--- config.mk ---
export PLATFORM = sky130hd
export DESIGN_NAME = jdpq_scan
export DESIGN_NICKNAME = d
export VERILOG_FILES = /design/src/design/jdpq_scan.sv
export SDC_FILE = /design/constraint.sdc
export NUM_CORES = 1
export LEC_CHECK = 0
export BUFFER_PORTS_ARGS = -buffer_cell sky130_fd_sc_hd__buf_2
export CAP_MARGIN = 15
export CORE_AREA = 4 4 56 58
export DETAILED_ROUTE_END_ITERATION = 8
export DIE_AREA = 0 0 60 62
export PLACE_DENSITY = 0.83
export SETUP_SLACK_MARGIN = 0.15
export SYNTH_ARGS = -nofsm -noshare
export SYNTH_HDL_FRONTEND = slang
export SYNTH_SLANG_ARGS = --single-unit
--- constraint.sdc ---
create_clock -name vclk -period 3.5
set_clock_uncertainty 0.1 [all_clocks]
set_input_delay 0.7 -clock vclk [all_inputs]
set_output_delay 0.7 -clock vclk [all_outputs]
set_load 0.05 [all_outputs]
--- src/design/jdpq_scan.sv ---
// ----------------------------------------------------------------------------
// jdpq_scan: prefix OR over the slot match flags
// Log-depth scan; bit i is set when any slot at or below i matches.
// ----------------------------------------------------------------------------
module jdpq_scan #(
    parameter int WIDTH = 64
) (
    input  logic [WIDTH-1:0] flags,
    output logic [WIDTH-1:0] prefix
);

    localparam int LEVELS = (WIDTH > 1) ? $clog2(WIDTH) : 1;

    logic [WIDTH-1:0] stage [LEVELS+1];

    assign stage[0] = flags;

    for (genvar l = 0; l < LEVELS; l++)
    begin : g_level
        assign stage[l+1] = stage[l] | (stage[l] << (2 ** l));
    end

    assign prefix = stage[LEVELS];

endmodule

==> run_results.csv <==
group,metric,value,unit
sta,post-route-min-period,3.27,ns
min_path,holdCritPathClass,"input pin to output pin",
global_route,grt-ovfl-total,0,
setup_path,required,2.70,ns
sta,fin_ws,0.226,ns
drt,dr.pass1.iters,4,
placement,dp.cells,285,
floorplan,die_w,60,µm
drt,route.detailed.drc,0,
power,ir_worst_vdd,0.0000615,V
setup_path,cp-end-kind,"output pin",
setup_path,crit_slowest_cell,"or4_4",
finish,seq_cells,0,
finish,regArea,0,µm²
floorplan,core,2660,µm²
floorplan,row_count,19,
synthesis,syn_area,741,µm²
finish,final_nets,322,
sta,relSlewSlack,0.686,
run,drv_cap,0,
sta,setup_viol,0,
floorplan,ios,128,
synthesis,synth-seq-area-share,0,
finish,fin_cells,287,
synthesis,syn_inst,125,
finish,clkbuf_count,0,
floorplan,initial_utilization,0.278,
clocking,cts_hold_buf,0,
status,status,"complete, no violations",
sta,worst_pin_slew,0.468,ns
global_route,grt_max_degree,39,
power,total_power,77.4,µW
placement,io_buffers,128,
floorplan,dieArea,3720,µm²
drt,drt_iter0_drc,71,
setup_path,arrival,2.47,ns
sta,slew_viol_final,0,
placement,preCtsSetupSlack,0.0969,ns
global_route,grt_pass1_wl,5220,µm
setup_path,crit_type,"input pin to output pin",
drt,vias,1455,
finish,diodes,0,
finish,syn2layout_area_growth,103,%
placement,place_congestion,0.860,
global_route,grt_pass1_vias,1239,
finish,fillers,285,
setup_path,crit_path_max_fanout,4,
power,p_per_area,51.5,nW/µm²
synthesis,yosysUniqueCellTypes,24,
drt,viasPerCell,5.07,
placement,dp_hpwl,3310,µm
sta,rsz0062_at_grt,"yes",
setup_path,slowest_delay,0.54,ns
drt,antenna_left,0,
sta,hold_violations,0,
setup_path,critPathLaunchType,"input pin",
sta,fin_tns_setup,0,ns
finish,drive_above_1_share,0.594,
synthesis,yosys_warnings,0,
floorplan,fp.dieH,62,µm
synthesis,syn_nets,189,
drt,post_drt_wl_per_cell,13.0,µm
drt,routed_wirelength,3730,µm
global_route,antenna_found_initial,0,
global_route,track_usage,0.171,
synthesis,avgSynthCellArea,5.93,µm²
power,p_leak,0.568,nW
sta,clock.fmax,0.305,GHz
setup_path,path_cells,"buf_2, or4_4, or4_4, nor4b_1, nand4b_1, buf_2",
sta,finalCritPeriodShare,0.936,
==> routing by layer <==
metal / GRT usage / wire length, µm
met5: 0 / 0
met2: 0.340 / 1910
met1: 0.206 / 1400
met4: 0.00949 / 0
met3: 0.0165 / 412
==> power by group <==
group	total (mW)	internal, mW	leakage, nW	switching [mW]
sequential	0	0	0	0
clock	0	0	0	0
combinational	0.0774	0.0379	0.568	0.0395
total	0.0774	0.0379	0.568	0.0395
==> cell usage after synthesis, types with 2 or more instances <==
master | number | share of area
nor4_2 | 2 | 0.034
nand3b_1 | 7 | 0.071
nor2_1 | 18 | 0.091
or2_2 | 6 | 0.051
nand3_1 | 12 | 0.081
nand4_1 | 6 | 0.051
buf_2 | 4 | 0.027
nor4_1 | 8 | 0.068
or4_1 | 6 | 0.061
nor4b_1 | 2 | 0.024
or4_4 | 2 | 0.030
or3_1 | 8 | 0.068
nor3_1 | 7 | 0.047
inv_1 | 5 | 0.025
nand4b_1 | 5 | 0.059
nand2_1 | 15 | 0.076
nand2b_1 | 5 | 0.042
==> stage by stage <==
stage | area [µm²] | hold slack (ns) | utilization
floorplan | 756 | 1.47 | -
global placement | 1470 | 1.62 | 0.552
detailed placement | 1470 | 1.63 | 0.552
CTS | 1490 | 1.63 | 0.558
global route | 1500 | 1.64 | 0.564
finish | 1500 | 1.63 | 0.564
==> layout make-up <==
type,instances,area (µm²),share of cell area
Inverter,5,18.8,0.0125
Multi-Input combinational cell,115,723,0.481
Tap cell,31,38.8,0.0258
Timing Repair Buffer,136,722,0.480
==> logic make-up (layout without fill, tap and decap cells) <==
logic type / after synthesis / count (layout) / synth area share
AND/OR/NAND/NOR: 115 / 115 / 0.938
buffers and inverters: 10 / 141 / 0.0625
==> critical path, delay by kind of cell <==
| kind | cells | cell delay (ns) |
|---|---|---|
| simple gates | 4 | 1.45 |
| buf+inv | 2 | 0.32 |
==> path summary, 6_finish.rpt <==
kind | cells after the start | to | slack, ns | start
worst max-delay path | 6 | prefix[63] | 0.23 | flags[43]
worst min-delay path | 2 | prefix[0] | 1.63 | flags[0]
==> repair_timing <==
item                       CTS  global route
setup endpoints to repair    9             9
setup buffers                2             0
pin swaps                    1             1
gates resized for setup      0             6
==> layout by cell type, fill, tap and decap left out, drive strengths merged, types with 6 or more instances in the layout <==
master | synthesis | final
nor2 | 18 | 18
or2 | 6 | 6
nor4 | 10 | 10
nor3 | 8 | 8
nand3b | 7 | 7
nand4 | 6 | 6
or4 | 8 | 8
nand2 | 15 | 15
or3 | 8 | 8
nand3 | 12 | 12
buf | 5 | 136
(Power assumes the default switching activity.)
