`src/design/jdpq_pkg.sv`:
```
// ----------------------------------------------------------------------------
// jdpq_pkg: shared types for the job deadline priority queue
// Item layouts, operation and status codes, and the per-slot entry record.
// ----------------------------------------------------------------------------
package jdpq_pkg;

    localparam int ID_BITS       = 16;
    localparam int TIME_BITS     = 48;
    localparam int PRIORITY_BITS = 8;
    localparam int COUNT_BITS    = 7;

    typedef enum logic [1:0] {
        OP_PUSH   = 2'd0,
        OP_POP    = 2'd1,
        OP_REMOVE = 2'd2,
        OP_NONE   = 2'd3
    } op_t;

    typedef enum logic [1:0] {
        ST_OK        = 2'd0,
        ST_EMPTY     = 2'd1,
        ST_FULL      = 2'd2,
        ST_NOT_FOUND = 2'd3
    } status_t;

    typedef struct packed {
        logic [1:0]               operation;
        logic [ID_BITS-1:0]       job_id;
        logic [TIME_BITS-1:0]     run_at;
        logic [PRIORITY_BITS-1:0] priority_req;
    } job_item_t;

    typedef struct packed {
        logic [1:0]               status;
        logic [ID_BITS-1:0]       out_job_id;
        logic [TIME_BITS-1:0]     out_run_at;
        logic [PRIORITY_BITS-1:0] out_priority;
        logic [COUNT_BITS-1:0]    entry_count;
    } result_item_t;

    typedef struct packed {
        logic [ID_BITS-1:0]       job_id;
        logic [TIME_BITS-1:0]     run_at;
        logic [PRIORITY_BITS-1:0] prio;
    } entry_t;

    // Operation strobes broadcast to every cell for one accepted item
    typedef struct packed {
        logic push;
        logic pop;
        logic remove;
    } cell_ctrl_t;

endpackage

```
`src/design/jdpq_cell.sv`:
```
// ----------------------------------------------------------------------------
// jdpq_cell: one slot of the sorted queue
// Holds one job, compares it to the broadcast key and takes its next value
// from itself, the new job, or a neighbor.
// ----------------------------------------------------------------------------
module jdpq_cell (
    input  logic                 clk,
    input  jdpq_pkg::cell_ctrl_t ctrl,
    input  jdpq_pkg::entry_t     new_entry,
    input  jdpq_pkg::entry_t     prev_entry,
    input  jdpq_pkg::entry_t     next_entry,
    input  logic                 occupied,
    input  logic                 prev_after,
    input  logic                 shift_up,
    output jdpq_pkg::entry_t     entry,
    output logic                 after,
    output logic                 match
);

    jdpq_pkg::entry_t entry_reg;
    jdpq_pkg::entry_t entry_next;

    // Held job is served after the new one: later run time, or same run time
    // and larger priority value. Equal keys stay ahead of the newcomer.
    assign after = occupied &&
                   ((entry_reg.run_at > new_entry.run_at) ||
                    ((entry_reg.run_at == new_entry.run_at) &&
                     (entry_reg.prio > new_entry.prio)));

    assign match = occupied && (entry_reg.job_id == new_entry.job_id);

    always_comb
    begin
        entry_next = entry_reg;
        priority if (ctrl.push)
        begin
            if (prev_after)
            begin
                entry_next = prev_entry;
            end
            else if (after || !occupied)
            begin
                entry_next = new_entry;
            end
        end
        else if (ctrl.pop)
        begin
            entry_next = next_entry;
        end
        else if (ctrl.remove && shift_up)
        begin
            entry_next = next_entry;
        end
        else
        begin
            entry_next = entry_reg;
        end
    end

    always_ff @(posedge clk)
    begin
        entry_reg <= entry_next;
    end

    assign entry = entry_reg;

endmodule

```
`config.mk`:
```
export PLATFORM = sky130hd
export DESIGN_NAME = jdpq_cell
export DESIGN_NICKNAME = d
export VERILOG_FILES = /design/src/design/jdpq_pkg.sv /design/src/design/jdpq_cell.sv
export SDC_FILE = /design/constraint.sdc
export NUM_CORES = 1
export LEC_CHECK = 0
export ABC_AREA = 1
export ABC_CLOCK_PERIOD_IN_PS = 5900
export BUFFER_PORTS_ARGS = -buffer_cell sky130_fd_sc_hd__buf_2
export CAP_MARGIN = 30
export CORE_ASPECT_RATIO = 0.6
export CORE_MARGIN = 5
export CORE_UTILIZATION = 50
export CTS_BUF_LIST = sky130_fd_sc_hd__clkbuf_2
export CTS_CLUSTER_SIZE = 25
export DETAILED_ROUTE_END_ITERATION = 7
export GPL_TIMING_DRIVEN = 1
export PLACE_DENSITY_LB_ADDON = 0.3
export SETUP_SLACK_MARGIN = 0.3
export SYNTH_ARGS = -nofsm -noshare
export SYNTH_HDL_FRONTEND = slang
export SYNTH_SLANG_ARGS = --single-unit
```
`constraint.sdc`:
```
create_clock -name clk -period 5.9 [get_ports clk]
set_clock_uncertainty 0.1 [all_clocks]
set_input_delay 1.18 -clock clk [delete_from_list [all_inputs] [get_ports clk]]
set_output_delay 1.18 -clock clk [all_outputs]
set_load 0.02 [all_outputs]
```
==> metrics.md <==
| Metric | Value |
|---|---|
| Portion of the clock cycle consumed by the worst path in the final layout | `between 60% and 70%` |
| Max Root-Sink Buffers | `2` |
| Cell Area, Synth | `around 5400 µm²` |
| Largest register FFs | `72` |
| Total setup buffers inserted after CTS | `0` |
| Uppermost signal routing layer after detailed routing | `met4` |
| Number of fill cells in the layout | `about 970` |
| Type of the most critical hold path | `in -> reg` |
| Syn Area/Cell | `~7.8 µm²` |
| Clock tree from TritonCTS | `done` |
| Met2 routed wirelength | `approximately 7900 µm` |
| Total number of vias | `approximately 5,700` |
| Depth of the critical timing path with buffers and inverters included | `12` |
| Synth cell types | `33` |
| Initial antenna violation count | `0` |
| Reg2reg setup slack | `approximately 2700 ps` |
| Max-capacitance violation count | `0` |
| Most frequent cells after synthesis | `143 x o21ai_0, 132 x nand2_1, 85 x inv_1, 81 x nor2_1, 72 x edfxtp_1` |
| Top Ports | `a little under 300` |
| Count of endpoints failing hold in the final timing report | `0` |
| DR vias/cell | `roughly 5.1` |
| Critical path buffer and inverter count | `3` |
| Share of the yosys chip area belonging to registers | `roughly two fifths` |
| Leakage power | `about 3.7 nW` |
| Placed cell area | `6990 µm²` |
| Global-route wire length before repair | `26,300 µm` |
| Average wire per cell in the routed design | `15.6 µm` |
| Async set-or-reset flop fraction in the synthesized netlist | `0%` |
| Floorplan die width | `about 140 µm` |
| Worst Hold Slack | `around 830 ps` |
| Worst-Skew Late Latency | `a little over 500 ps` |
| Post-layout min period | `4010 ps` |
| Std-Cell Rows | `29` |
| CP max-delay cell | `ha_1` |
| Top delay family on crit path | `simple AND/OR/NAND/NOR gates` |
| Initial Utilization | `about 51%` |
| CORE AREA | `10,600 µm²` |
| Arrival time at the worst endpoint | `approximately 2700 ps` |
| Estimated wirelength of the detail-placed design | `about 14,000 µm` |
| Post-CTS Hold Buffers | `0` |
| Number of synthesized register bits | `72` |
| Quantity of gates resized following cts | `0` |
| Sink Count | `a little over 70` |
| Cells traversed along the worst timing path | `buf_2 -> inv_1 -> ha_1 -> nand2_1 -> nor2_2 -> nand2_2 -> nor2_2 -> nand4_1 -> nor2_2 -> o211ai_2 -> a21oi_1 -> buf_2` |
| End of the worst register-to-register path | `entry[35]` |
| Count of final setup violators | `0` |
| Max IR drop VDD | `about 0.12 mV` |
| Hold Path Origin | `next_entry[67]` |
| ANT cells | `0` |
| Routed wire length | `roughly 17,000 µm` |
| Met1 wire length | `approximately 7500 µm` |
| Run status | `finished, final reports clean` |
| CP Capture Type | `output port` |
| Data required time at the worst endpoint | `4620 ps` |
| Routability cong. | `around 0.89` |
| Max FO, Critical Path | `2` |
| Syn_nets | `around 970` |
| Number of enable flip-flop cells after synthesis | `72` |
| Global routing usage summed across all routing layers | `25.2%` |
| Library cell with the largest summed area after synthesis | `edfxtp_1` |
| WS Path Type | `in -> out` |
| Post-layout nets | `1,256` |
| Number of standard cells after synthesis | `between 600 and 700` |
| RSZ-0062 raised after global routing | `no` |
| Max H-tree Level | `3` |
| Worst slew margin | `43.0%` |
| Biggest area contributors in the synthesized netlist | `edfxtp_1 40%, o21ai_0 13%, ha_1 13%` |
| Cell mode on critical path | `nor2_2` |
| Final instance count without filler cells | `approximately 1,100` |
| Clock input transition at the sequential cells of the worst setup and hold paths | `190 ps` |
| First-iteration detailed-routing DRC count | `~340` |
| Largest net degree at the start of global routing | `between 70 and 80` |
| Setup TNS Final | `0 ps` |
| Via count of the first global-routing pass | `roughly 5,300` |
| Hold Crit Depth | `3` |
| Slowest Stage Delay on Critical Path | `approximately 280 ps` |
| Number of input and output port buffers inserted | `around 300` |
| Type of origin of the critical path | `primary input` |
| Final design utilization | `about two thirds` |
| Worst R2R Start | `entry[43]` |
| Detailed Routing Iterations Pass 1 | `5` |
| Hold endpoint | `entry[67]` |
| Cell with the most instances after synthesis | `o21ai_0` |
| Height of the die | `90.7 µm` |
| Placed Instances | `1,105` |
| Portion of synthesized cell area occupied by the leading cell type | `between 30% and 40%` |
| Commonest register cell after synthesis | `edfxtp_1` |
| Number of cells traversed by the worst register-to-register path | `12` |
| Clock buffers created by TritonCTS | `9` |
| Cell at the root of the clock tree | `clkbuf_2` |
| Syn-to-layout area delta | `30.1%` |
| Length of routed met3 wiring | `around 1700 µm` |
| Sum of overflow across all layers after global routing | `0` |
| Pins over their slew limit | `0` |
| Proportion of layout cells with a drive suffix above 1 | `35.2%` |
| Yosys warning total | `0` |
| Ratio of total power to cell area | `about 200 nW/µm²` |
| Final ANT Viol Nets | `0` |
| Finished layout cell area | `approximately 7100 µm²` |
| Max Freq | `about 250 MHz` |
| Tightest Pin Transition | `approximately 850 ps` |
| Number of design rule violations left after detail routing | `0` |
| Die Area | `between 10,000 and 15,000 µm²` |
[how the worst max path moves through the flow]
| stage | start | to | slack [ps] |
|---|---|---|---|
| after detailed placement | new_entry[51] | entry[18] | 1820 |
| after CTS | new_entry[51] | after | 1860 |
| after global routing | new_entry[43] | after | 1700 |
| after global placement | new_entry[39] | entry[31] | 1920 |
| after floorplan | new_entry[43] | entry[0] | 1740 |
| final | new_entry[43] | after | 1890 |
[metrics by stage]
| stage | worst slack [ps] | power [mW] |
|---|---|---|
| after floorplan | 1740 | 0.972 |
| after global placement | 1920 | 1.17 |
| after detailed placement | 1820 | 1.18 |
| after CTS | 1860 | 1.40 |
| after global routing | 1700 | 1.48 |
| final | 1890 | 1.38 |
[layout by cell type (no fill, tap or decap), drive strengths merged]
master    n
o21bai    2
edfxtp   72
ha       56
o22ai     3
a211oi    1
a21o      2
nor4      1
o21ai   150
nand2   140
clkinv    3
xor2      4
nor3      2
o211ai    1
or2       3
nor2     91
nand3b    1
o21a      1
inv      88
buf     302
a221oi    3
a21oi    26
xnor2     1
nand4     4
clkbuf   12
nand3    11
[worst register-to-register path, stage by stage (launching register included)]
cell and delay, ps:
edfxtp_1 470, ha_1 320, nand2_1 80, nor2_2 170, nand2_2 70, nor2_2 140, nand4_1 110, nor2_2 130
o211ai_2 110, nand3_1 100, nand2_1 60, inv_2 620, buf_4 410
[logic make-up after synthesis]
logic type	after synthesis	synth area share, %
AO/OA/AOI/OAI	189	18.1
adder cells (fa/ha/maj)	56	12.9
buffers and inverters	120	8.66
AND/OR/NAND/NOR	253	19.7
XOR/XNOR	5	0.806
flip-flops	72	39.8
[power by group]
part           leakage (nW)  internal [mW]  switching (mW)  total (mW)
registers             0.743          0.638          0.0353       0.673
logic                  2.88          0.190           0.303       0.493
clock network        0.0553         0.0546           0.164       0.219
[cell type report]
class                           instances  area, µm²  share of cell area, %
Tap cell                              139        174                   2.46
Inverter                               89        334                   4.73
Multi-Input combinational cell        503       2800                   39.6
Sequential cell                        72       2160                   30.6
Timing Repair Buffer                  302       1530                   21.6
Clock buffer                           12       60.1                  0.850
Clock inverter                          2       8.76                  0.124
[layer usage]
metal,vias to the layer above,track usage (%)
met2,266,41.2
li1,2896,-
met3,24,6.83
met1,2537,33.3
met5,-,0
met4,0,5.90
Note: power is estimated with default switching activity, not from simulation.
